`src/rtl/bsu_pkg.sv`:
```
package bsu_pkg;

   localparam int STACK_DEPTH = 256;
   localparam int GRID_ROWS   = 32;
   localparam int GRID_COLS   = 128;

   localparam int SADDR_W    = $clog2(STACK_DEPTH);
   localparam int CNT_W      = $clog2(STACK_DEPTH + 1);
   localparam int GRID_CELLS = GRID_ROWS * GRID_COLS;
   localparam int GADDR_W    = (GRID_CELLS > 1) ? $clog2(GRID_CELLS) : 1;
   localparam int GX_W       = (GRID_ROWS > 1) ? $clog2(GRID_ROWS) : 1;
   localparam int GY_W       = (GRID_COLS > 1) ? $clog2(GRID_COLS) : 1;

   localparam logic [31:0] DIV_ZERO_VAL = 32'd42;
   localparam logic [31:0] MOD_ZERO_VAL = 32'h0badc0de;
   localparam logic [31:0] CHAR_MOD     = 32'd255;

   localparam logic CSR_GRID_ROWS = 1'b0;
   localparam logic CSR_GRID_COLS = 1'b1;

   typedef enum logic [3:0] {
      OP_PUSH       = 4'd0,
      OP_ADD        = 4'd1,
      OP_SUB        = 4'd2,
      OP_MUL        = 4'd3,
      OP_DIV        = 4'd4,
      OP_MOD        = 4'd5,
      OP_NOT        = 4'd6,
      OP_GT         = 4'd7,
      OP_DUP        = 4'd8,
      OP_SWAP       = 4'd9,
      OP_DROP       = 4'd10,
      OP_PRINT_INT  = 4'd11,
      OP_PRINT_CHAR = 4'd12,
      OP_GET        = 4'd13,
      OP_PUT        = 4'd14
   } op_type;

   typedef enum logic [1:0] {
      KIND_NONE = 2'd0,
      KIND_INT  = 2'd1,
      KIND_CHAR = 2'd2
   } kind_type;

   typedef enum logic [3:0] {
      ST_CLEAR,
      ST_IDLE,
      ST_READ,
      ST_EXEC,
      ST_DIV,
      ST_FIX,
      ST_GRID,
      ST_PUSH0,
      ST_PUSH1,
      ST_DONE
   } state_type;

   function automatic logic [1:0] pop_count(input op_type op);
      logic [1:0] n;
      n = 2'd0;
      unique case (op)
         OP_ADD, OP_SUB, OP_MUL, OP_DIV, OP_MOD, OP_GT, OP_SWAP, OP_GET: n = 2'd2;
         OP_NOT, OP_DUP, OP_DROP, OP_PRINT_INT, OP_PRINT_CHAR:           n = 2'd1;
         OP_PUT:                                                         n = 2'd3;
         default:                                                        n = 2'd0;
      endcase
      return n;
   endfunction

   function automatic logic [31:0] magnitude(input logic [31:0] v);
      return v[31] ? 32'd0 - v : v;
   endfunction

   // 256 = 1 mod 255, so byte sums keep the residue; a fold and a subtract get it below 255.
   function automatic logic [7:0] char_residue(input logic [31:0] m);
      logic [9:0] s1;
      logic [8:0] s2;
      s1 = {2'd0, m[7:0]} + {2'd0, m[15:8]} + {2'd0, m[23:16]} + {2'd0, m[31:24]};
      s2 = {1'b0, s1[7:0]} + {7'd0, s1[9:8]};
      if (s2 >= CHAR_MOD[8:0]) begin
         s2 = s2 - CHAR_MOD[8:0];
      end
      return s2[7:0];
   endfunction

endpackage

```
`src/rtl/bsu_div.sv`:
```
module bsu_div
   import bsu_pkg::*;
(
   input  logic        clock,
   input  logic        reset,
   input  logic        start,
   input  logic [31:0] dividend,
   input  logic [31:0] divisor,
   output logic        done,
   output logic [31:0] quotient,
   output logic [31:0] remainder
);

   logic        busy_ff, busy_in;
   logic [4:0]  step_ff, step_in;
   logic [32:0] rem_ff, rem_in;
   logic [31:0] quo_ff, quo_in;
   logic [31:0] dsr_ff, dsr_in;
   logic        done_ff, done_in;
   logic [32:0] trial;

   always_comb begin
      busy_in = busy_ff;
      step_in = step_ff;
      rem_in  = rem_ff;
      quo_in  = quo_ff;
      dsr_in  = dsr_ff;
      done_in = 1'b0;
      trial   = {rem_ff[31:0], quo_ff[31]};
      if (start) begin
         busy_in = 1'b1;
         step_in = 5'd0;
         rem_in  = 33'd0;
         quo_in  = dividend;
         dsr_in  = divisor;
      end else if (busy_ff) begin
         if (trial >= {1'b0, dsr_ff}) begin
            rem_in = trial - {1'b0, dsr_ff};
            quo_in = {quo_ff[30:0], 1'b1};
         end else begin
            rem_in = trial;
            quo_in = {quo_ff[30:0], 1'b0};
         end
         step_in = step_ff + 5'd1;
         if (step_ff == 5'd31) begin
            busy_in = 1'b0;
            done_in = 1'b1;
         end
      end
   end

   always_ff @(posedge clock) begin
      if (reset) begin
         busy_ff <= 1'b0;
         done_ff <= 1'b0;
      end else begin
         busy_ff <= busy_in;
         done_ff <= done_in;
      end
      step_ff <= step_in;
      rem_ff  <= rem_in;
      quo_ff  <= quo_in;
      dsr_ff  <= dsr_in;
   end

   assign done      = done_ff;
   assign quotient  = quo_ff;
   assign remainder = rem_ff[31:0];

endmodule

```
`config.mk`:
```
export PLATFORM = sky130hd
export DESIGN_NAME = bsu_div
export DESIGN_NICKNAME = d
export VERILOG_FILES = /design/src/rtl/bsu_pkg.sv /design/src/rtl/bsu_div.sv
export SDC_FILE = /design/constraint.sdc
export NUM_CORES = 1
export LEC_CHECK = 0
export BUFFER_PORTS_ARGS = -buffer_cell sky130_fd_sc_hd__buf_2
export CAP_MARGIN = 20
export CORE_ASPECT_RATIO = 2
export CORE_MARGIN = 5
export CORE_UTILIZATION = 45
export CTS_BUF_LIST = sky130_fd_sc_hd__clkbuf_8 sky130_fd_sc_hd__clkbuf_16
export CTS_CLUSTER_DIAMETER = 40
export DETAILED_ROUTE_END_ITERATION = 10
export PLACE_DENSITY = 0.72
export SYNTH_ARGS = -nofsm -noshare
export SYNTH_HDL_FRONTEND = slang
export SYNTH_SLANG_ARGS = --single-unit
```
`constraint.sdc`:
```
create_clock -name clock -period 2.7 [get_ports clock]
set_input_delay 0.405 -clock clock [delete_from_list [all_inputs] [get_ports clock]]
set_output_delay 0.405 -clock clock [all_outputs]
set_load 0.05 [all_outputs]
```
== Word-level counts from Yosys, hierarchy flattened ==
Index checks and enable logic that the tools add are counted.

* Add/subtract/negate cells: 2
* Magnitude comparators: 1
* Equal/unequal tests: 1
* Multiplexer cells: 8
* Bitwise operators: 1
* Reductions and logical operators: 2

{| class="wikitable"
|+ Operator list
! cell !! number
|-
| $mux W32 || 3
|-
| $ge A33 B32 Y1 || 1
|-
| $sub A32 B32 Y32 || 1
|-
| $add A5 B1 Y5 const B || 1
|-
| $eq A5 B5 Y1 const B || 1
|-
| $mux W1 || 5
|-
| $reduce_or A3 Y1 || 1
|-
| $reduce_bool A2 Y1 || 1
|-
| $not A1 Y1 || 1
|}

* Register bits: 103
* Logic and storage cells: 21

== Longest topological paths before layout ==
Gate-level depths: netlist (run 1).

* Depth after elaboration: 4
* Mapped depth: 14
* Mapped depth without buffers: 12

== Worst setup path before layout (run 1) ==
OpenSTA, ideal clock, no wires.

* Kind: flip-flop to flip-flop
* From: register rem_ff[25]
* To: register quo_ff[0], in the netlist quotient[0], data pin
* Setup time: 0.260 ns
* Arrival time: 2.839 ns
* Setup slack: -0.399 ns
* Stages on the path, launching flop included: 12
* Period minus slack after synthesis: 3.099 ns
* Path through: dfxtp_1 > ha_1 > and3_1 > and2_4 > nand3_2 > nor4_1 > a311o_1 > a211oi_2 > a21bo_4 > buf_12 > buf_12 > mux2_2

* Longest elaborated chain between the ends: 4

{| class="wikitable"
|+ Ends and longest elaborated chain
! item !! line !! RTL
|-
| start, declared || bsu_div.sv:16 || <nowiki>logic [32:0] rem_ff, rem_in;</nowiki>
|-
| start signal, assigned || bsu_div.sv:61 || <nowiki>rem_ff <= rem_in;</nowiki>
|-
| $ge A33 B32 Y1 || bsu_div.sv:37 || <nowiki>if (trial >= {1'b0, dsr_ff}) begin</nowiki>
|-
| $mux W1 || bsu_div.sv:37 ||
|-
| $mux W32 || bsu_div.sv:36 || <nowiki>end else if (busy_ff) begin</nowiki>
|-
| $mux W32 || bsu_div.sv:30 || <nowiki>if (start) begin</nowiki>
|-
| net quo_in[0] || bsu_div.sv:17 || <nowiki>logic [31:0] quo_ff, quo_in;</nowiki>
|-
| end signal, assigned || bsu_div.sv:62 || <nowiki>quo_ff <= quo_in;</nowiki>
|-
| end, declared || bsu_div.sv:17 ||
|}

The timed path passes the listed nets, and every way through them passes these cells. The select of a mux whose other input is x is not followed.
A chain may end at the register's enable or synchronous reset.

== Worst setup path after layout (run 1) ==
* From: register dsr_ff[6]
* To: register rem_ff[3]

* Longest elaborated chain between the ends: 2

{| class="wikitable"
|+ Ends and longest elaborated chain
! item !! line !! RTL
|-
| start, declared || bsu_div.sv:18 || <nowiki>logic [31:0] dsr_ff, dsr_in;</nowiki>
|-
| start signal, assigned || bsu_div.sv:63 || <nowiki>dsr_ff <= dsr_in;</nowiki>
|-
| $ge A33 B32 Y1 || bsu_div.sv:37 ||
|-
| $mux W32 || bsu_div.sv:37 ||
|}

Every way passes these cells.

==> results of run 1 <==
## power groups by stage
stage          logic, W  clock network [W]  registers [W]
3_5_place_dp    0.00119                  0        0.00191
3_3_place_gp    0.00117                  0        0.00191
6_report        0.00135            0.00142        0.00189
2_1_floorplan  0.000556                  0        0.00217
5_1_grt         0.00144            0.00150        0.00190
4_1_cts         0.00121            0.00144        0.00188
## layout make-up
| class | instances | area, µm² |
|---|---|---|
| inverters | 42 | 161 |
| repair buffers | 194 | 1190 |
| flip-flops and latches | 103 | 2730 |
| well taps | 152 | 190 |
| multi-input cells | 395 | 3320 |
| clock buffers | 9 | 225 |
| clock inverters | 7 | 96.3 |
| fillers | 1068 | 5080 |
## critical path, stage by stage, from the launching register on
cell and delay (ns):
edfxtp_1 0.37, inv_2 0.05, ha_4 0.26, buf_6 0.11
a21oi_4 0.07, a21oi_4 0.17, o31ai_2 0.09, nor3b_2 0.17
o31a_1 0.35, o21bai_4 0.19, a21bo_4 0.26, buf_12 0.18
mux2i_1 0.24, a211oi_1 0.10
## stage by stage
stage	TNS, ns	total power [W]	util	instances	hold slack, ns
final	-0.199	0.00466	0.609	902	0.210
after detailed placement	-0.910	0.00310	0.542	871	0.465
after global routing	-2.85	0.00485	0.609	902	0.196
after CTS	-0.0188	0.00452	0.572	887	0.202
after floorplan	-1.18	0.00273	-	568	0.467
after global placement	-0.00353	0.00308	0.542	871	0.462
## registers in the layout (all words and copies together), names as in the netlist
name	count
dsr_ff	32
step_ff	5
rem_ff	32
busy_ff	1
done	1
quotient	32
## how the worst max path moves through the flow
stage | endpoint | depth (start not counted) | slack (ns) | startpoint
after floorplan | rem_ff[28] | 12 | -0.18 | quotient[31]
after global placement | rem_ff[0] | 11 | -0.004 | dsr_ff[28]
after detailed placement | rem_ff[6] | 11 | -0.07 | rem_ff[27]
after CTS | rem_ff[7] | 12 | -0.01 | dsr_ff[1]
after global routing | rem_ff[3] | 12 | -0.14 | dsr_ff[2]
final | rem_ff[3] | 13 | -0.06 | dsr_ff[6]
## kinds of logic after synthesis
| logic type | Yosys count |
|---|---|
| AO/OA/AOI/OAI | 140 |
| XOR/XNOR | 30 |
| adder cells (fa/ha/maj) | 35 |
| buffers and inverters | 70 |
| flip-flops | 103 |
| multiplexers | 59 |
| AND/OR/NAND/NOR | 131 |
## synthesized netlist by cell type, drive strengths merged, types with 19 or more instances
library cell / count
a211oi: 20
a21oi: 37
clkbuf: 19
dfxtp: 39
edfxtp: 64
ha: 34
inv: 42
mux2: 33
mux2i: 26
nand2: 33
nor2: 52
o21ai: 27
## what timing repair did
| item | in CTS | in global routing |
|---|---|---|
| pin swaps | 6 | 37 |
| gates cloned | 0 | 2 |
| setup buffers | 0 | 13 |
| gates resized for setup | 9 | 68 |
| hold endpoints to repair | 0 | 0 |
| endpoints found under the setup margin | 25 | 33 |
## metal layers
layer | GRT usage | vias up | wire (µm)
met3 | 0.0335 | 66 | 738
met1 | 0.205 | 2424 | 5980
li1 | - | 2418 | -
met4 | 0.0907 | 0 | 834
met2 | 0.403 | 175 | 9410
met5 | 0 | - | 0
## placed cells by master, fill, tap and decap left out, types with 4 or more instances in the layout
master     count
o21bai_1       4
dfxtp_1       23
o21ai_1       12
xnor2_1       17
nand2_1       29
a211oi_1      14
a21o_1        14
nand3_1        5
a211oi_2       5
clkbuf_16     11
o21ai_0       15
nor3_1         4
ha_4          12
nor2_1        50
mux2i_1       22
buf_2        130
mux2_2        32
edfxtp_1      64
xor2_1        12
nand4_1       10
a21oi_4        4
a21oi_1       27
or3_1          4
a21oi_2        6
inv_1         36
nand2b_1       4
buf_4         59
dfxtp_2       14
inv_2          5
ha_1          19
==> results.toml, run 1 <==
[floorplan]
dieArea_um2 = 15700
start_util = 0.456
die_w_um = 91.1
ios = 132
die_h_um = 172
rows = 59
coreArea_um2 = 13000

[final_layout]
drive_above_1_share = 0.439
syn2layout_area_growth_pct = 33.6
stdcell_area_um2 = 7910
num-nets-final = 847
diodes = 0

[clock_network]
cts_buffer_depth = 2
clkTransAtPathRegs_ns = 0.09
clk-insertion-delay-late_ns = 0.36
cts_buffers = 9
htreeDepth = 3
cts_sinks = 103
cts_tree = "done"
cts_hold_buf = 0
cts-root-buf = "clkbuf_16"

[timing]
rsz0062_at_grt = "yes"
skew_ns = 0.0114
tightest_slew_ns = 0.625
fmax_ghz = 0.362
fin_crit_ns = 2.76
slew_violations = 0
setup_viol = 9
hold_violations = 0
slew_headroom = 0.583
fin_ws_ns = -0.0619
period_share = 1.02

[min_path]
hold_path_depth = 1
hold_end = "dsr_ff[8]"
min_from = "divisor[8]"
min_path_type = "primary input to register"

[worst_setup_path]
r2r.worst_path.cells = 13
crit_fanout = 8
regToRegSetupSlack_ns = -0.06
required_ns = 2.93
worstSetupPathType = "register to register"
timing.rr.start = "dsr_ff[6]"
worstSetupStartpointType = "register"
cp.arrival_ns = 2.99
cp-end-kind = "register"
timing.rr.end = "rem_ff[3]"

[routing]
first_pass_iters = 6
drt_drc_violations_left = 0
vias = 5083
vias_per_cell = 5.64
finalWirelength_um = 17000
avgRoutedWirePerCell_um = 18.8
initialDrtViolationCount = 280
detail-route-antenna-nets = 0

[power]
combPwrFrac = 0.291
ir_drop_mv = 0.393
seqPwrFrac = 0.405
p_sw_w = 0.00163
p_int_w = 0.00302
clkPwrFrac = 0.304
sw_frac_of_total = 0.350
p_leak_nw = 3.37
pwr_density_cell_nw_per_um2 = 588

[synth]
synth_mux_area_frac = 0.107
syn-cell-area_um2 = 5920
synth_cells = 568
yosys_warnings = 0
synth_area_leader_cell = "edfxtp_1"
synth-compound-area-share = 0.162
synth-xor-area-share = 0.0444
synth_simple_gate_area_frac = 0.104
synthTopCellsByArea = "edfxtp_1, dfxtp_1, ha_1"
ys_types = 61
ys_async_sr_fraction = 0
synth_nets = 670
synth_top_family_by_area = "compound AO/OA/AOI/OAI gates"
synthFlopType = "edfxtp_1"
synthAdderAreaFrac = 0.0752
synth_top_area_frac = 0.324
syn_area_per_cell_um2 = 10.4
synth-seq-cells = 103
synth-edff-count = 64
seq_area_frac_synth = 0.456

[global_routing]
grt_max_degree = 49
antenna_found_initial = 0
grt_pass1_vias = 5217
overflow = 0
grt_pass1_wl_um = 25500
grt_use_total = 0.204

[job]
drv_cap = 0

[place]
gp_congestion = 0.906
pre_cts_slack_ns = -0.0700
io_buffers = 131
place_area_um2 = 7040
dp_hpwl_um = 12400

[status]
violations = "setup timing"
status = "finished with violations"
(Power assumes the default switching activity.)
==> run 2, diff against run 1 <==
Settings changed: PLACE_DENSITY 0.72 to 0.74.
==> run 2 against run 1 <==
The run still ends with setup timing left. Hold slack better by 0.0030 ns. Cell count down 0.11%. Register-to-register slack better by 0.04 ns. Die area unchanged. Sequential cell count unchanged. Global-route usage up 0.49 points. Total power down 0.20%. Clock skew up 0.0012 ns. Critical path type unchanged.
==> results.toml, run 2 (synthesis gave the netlist of run 1 again) <==
[power]
sw_frac_of_total = 0.348
power.total_w = 0.00465
clkPwrFrac = 0.301
seqPwrFrac = 0.406
p_leak_nw = 3.35
p_int_w = 0.00303
ir_drop_mv = 0.625
combPwrFrac = 0.293
p_sw_w = 0.00162
pwr_density_cell_nw_per_um2 = 587

[timing]
skew_ns = 0.0126
fin_ws_ns = -0.0255
fin_crit_ns = 2.73
period_share = 1.01
rsz0062_at_grt = "yes"
tightest_slew_ns = 0.867
setup_viol = 4
hold_violations = 0
slew_headroom = 0.421
slew_violations = 0
fmax_ghz = 0.367

[worst_setup_path]
cp.arrival_ns = 2.95
timing.rr.end = "rem_ff[11]"
r2r.worst_path.cells = 12
slowest_delay_ns = 0.37
crit_fanout = 9
crit_chain = "inv_2 > ha_4 > nand2b_4 > a211oi_4 > o31ai_2 > nor3b_2 > o31a_1 > o21bai_4 > a21bo_4 > buf_12 > mux2i_2 > a211oi_2"
cp-end-kind = "register"
required_ns = 2.93
worstSetupPathType = "register to register"
slowest_stage = "edfxtp_1"
timing.rr.start = "dsr_ff[1]"
worstSetupStartpointType = "register"
regToRegSetupSlack_ns = -0.03

[floorplan]
die_w_um = 91.1
coreArea_um2 = 13000
rows = 59
start_util = 0.456
die_h_um = 172
ios = 132
dieArea_um2 = 15700

[global_routing]
grt_pass1_vias = 5384
overflow = 0
grt_pass1_wl_um = 26100
grt_use_total = 0.209
grt_max_degree = 31
antenna_found_initial = 0

[final_layout]
diodes = 0
drive_above_1_share = 0.446
num-nets-final = 846
final_common_cell = "buf_2"
syn2layout_area_growth_pct = 33.6
final_cell_mix = "buf_2, edfxtp_1, buf_4"

[routing]
finalWirelength_um = 17000
vias = 5037
first_pass_iters = 4
vias_per_cell = 5.59
avgRoutedWirePerCell_um = 18.8
drt_drc_violations_left = 0
detail-route-antenna-nets = 0
initialDrtViolationCount = 197

[min_path]
hold_path_depth = 1
min_from = "divisor[3]"
hold_end = "dsr_ff[3]"
min_path_type = "primary input to register"

[place]
gp_congestion = 0.880
dp_hpwl_um = 12900
io_buffers = 131
pre_cts_slack_ns = -0.0992

[clock_network]
cts_hold_buf = 0
htreeDepth = 3
cts-root-buf = "clkbuf_16"
cts_tree = "done"
clkTransAtPathRegs_ns = 0.09
cts_buffers = 9
clk-insertion-delay-late_ns = 0.36
cts_buffer_depth = 2
cts_sinks = 103

[status]
status = "finished with violations"
violations = "setup timing"

[job]
drv_cap = 0
run 2: cell count changes in the layout (fill, tap and decap cells not counted), sizes merged:
cell / change
inv: +1
clkbuf: -1
clkinvlp: -1
run 2: power by group through the flow:
stage	Clock [W]	Sequential, W	Combinational [W]
finish	0.00140	0.00189	0.00136
global route	0.00150	0.00190	0.00145
CTS	0.00143	0.00188	0.00124
detailed placement	0	0.00191	0.00120
global placement	0	0.00191	0.00118
floorplan	0	0.00217	0.000556
run 2: what timing repair did:
action	in CTS	in global routing
setup endpoints to repair	32	33
hold endpoints to repair	0	0
setup buffers	3	8
pin swaps	9	29
cloned	1	1
resized for setup	21	60
run 2: critical path, delay by kind of cell (launching register included):
| kind | cells | cell delay (ns) |
|---|---|---|
| AO/OA/AOI/OAI | 6 | 1.23 |
| adder cells (fa/ha/maj) | 1 | 0.28 |
| buffers and inverters | 2 | 0.25 |
| flip-flops | 1 | 0.37 |
| multiplexers | 1 | 0.23 |
| AND/OR/NAND/NOR | 2 | 0.23 |
run 2: per-layer routing:
metal  up-vias  global-route usage  part of all wire
met2       179               0.402              0.57
met3        61              0.0448             0.049
li1       2413                   -                 -
met4         0               0.128             0.053
met1      2384               0.198              0.33
met5         -                   0                 0
run 2: how the worst max path moves through the flow:
stage	startpoint	endpoint	slack, ns	cells past startpoint
2_1_floorplan	quotient[31]	rem_ff[28]	-0.18	12
3_3_place_gp	rem_ff[26]	rem_ff[15]	-0.08	11
3_5_place_dp	rem_ff[27]	rem_ff[6]	-0.1	11
4_1_cts	dsr_ff[28]	rem_ff[24]	0.0007	12
5_1_grt	dsr_ff[0]	rem_ff[26]	-0.15	11
6_report	dsr_ff[1]	rem_ff[11]	-0.03	12
run 2: final cells by class:
class                           count  area (µm²)
Fill cell                        1087        5080
Sequential cell                   103        2730
Clock buffer                        9         225
Multi-Input combinational cell    395        3330
Timing Repair Buffer              193        1190
Inverter                           42         158
Tap cell                          152         190
Clock inverter                      7        96.3
run 2: metrics by stage:
stage,hold slack (ns),TNS (ns),cell area (µm²),utilization,instances
floorplan,0.467,-1.18,5960,-,568
global placement,0.461,-1.11,7050,0.543,872
detailed placement,0.464,-1.76,7050,0.543,872
CTS,0.202,0,7540,0.580,892
global route,0.200,-2.75,7910,0.609,901
finish,0.213,-0.0527,7910,0.609,901
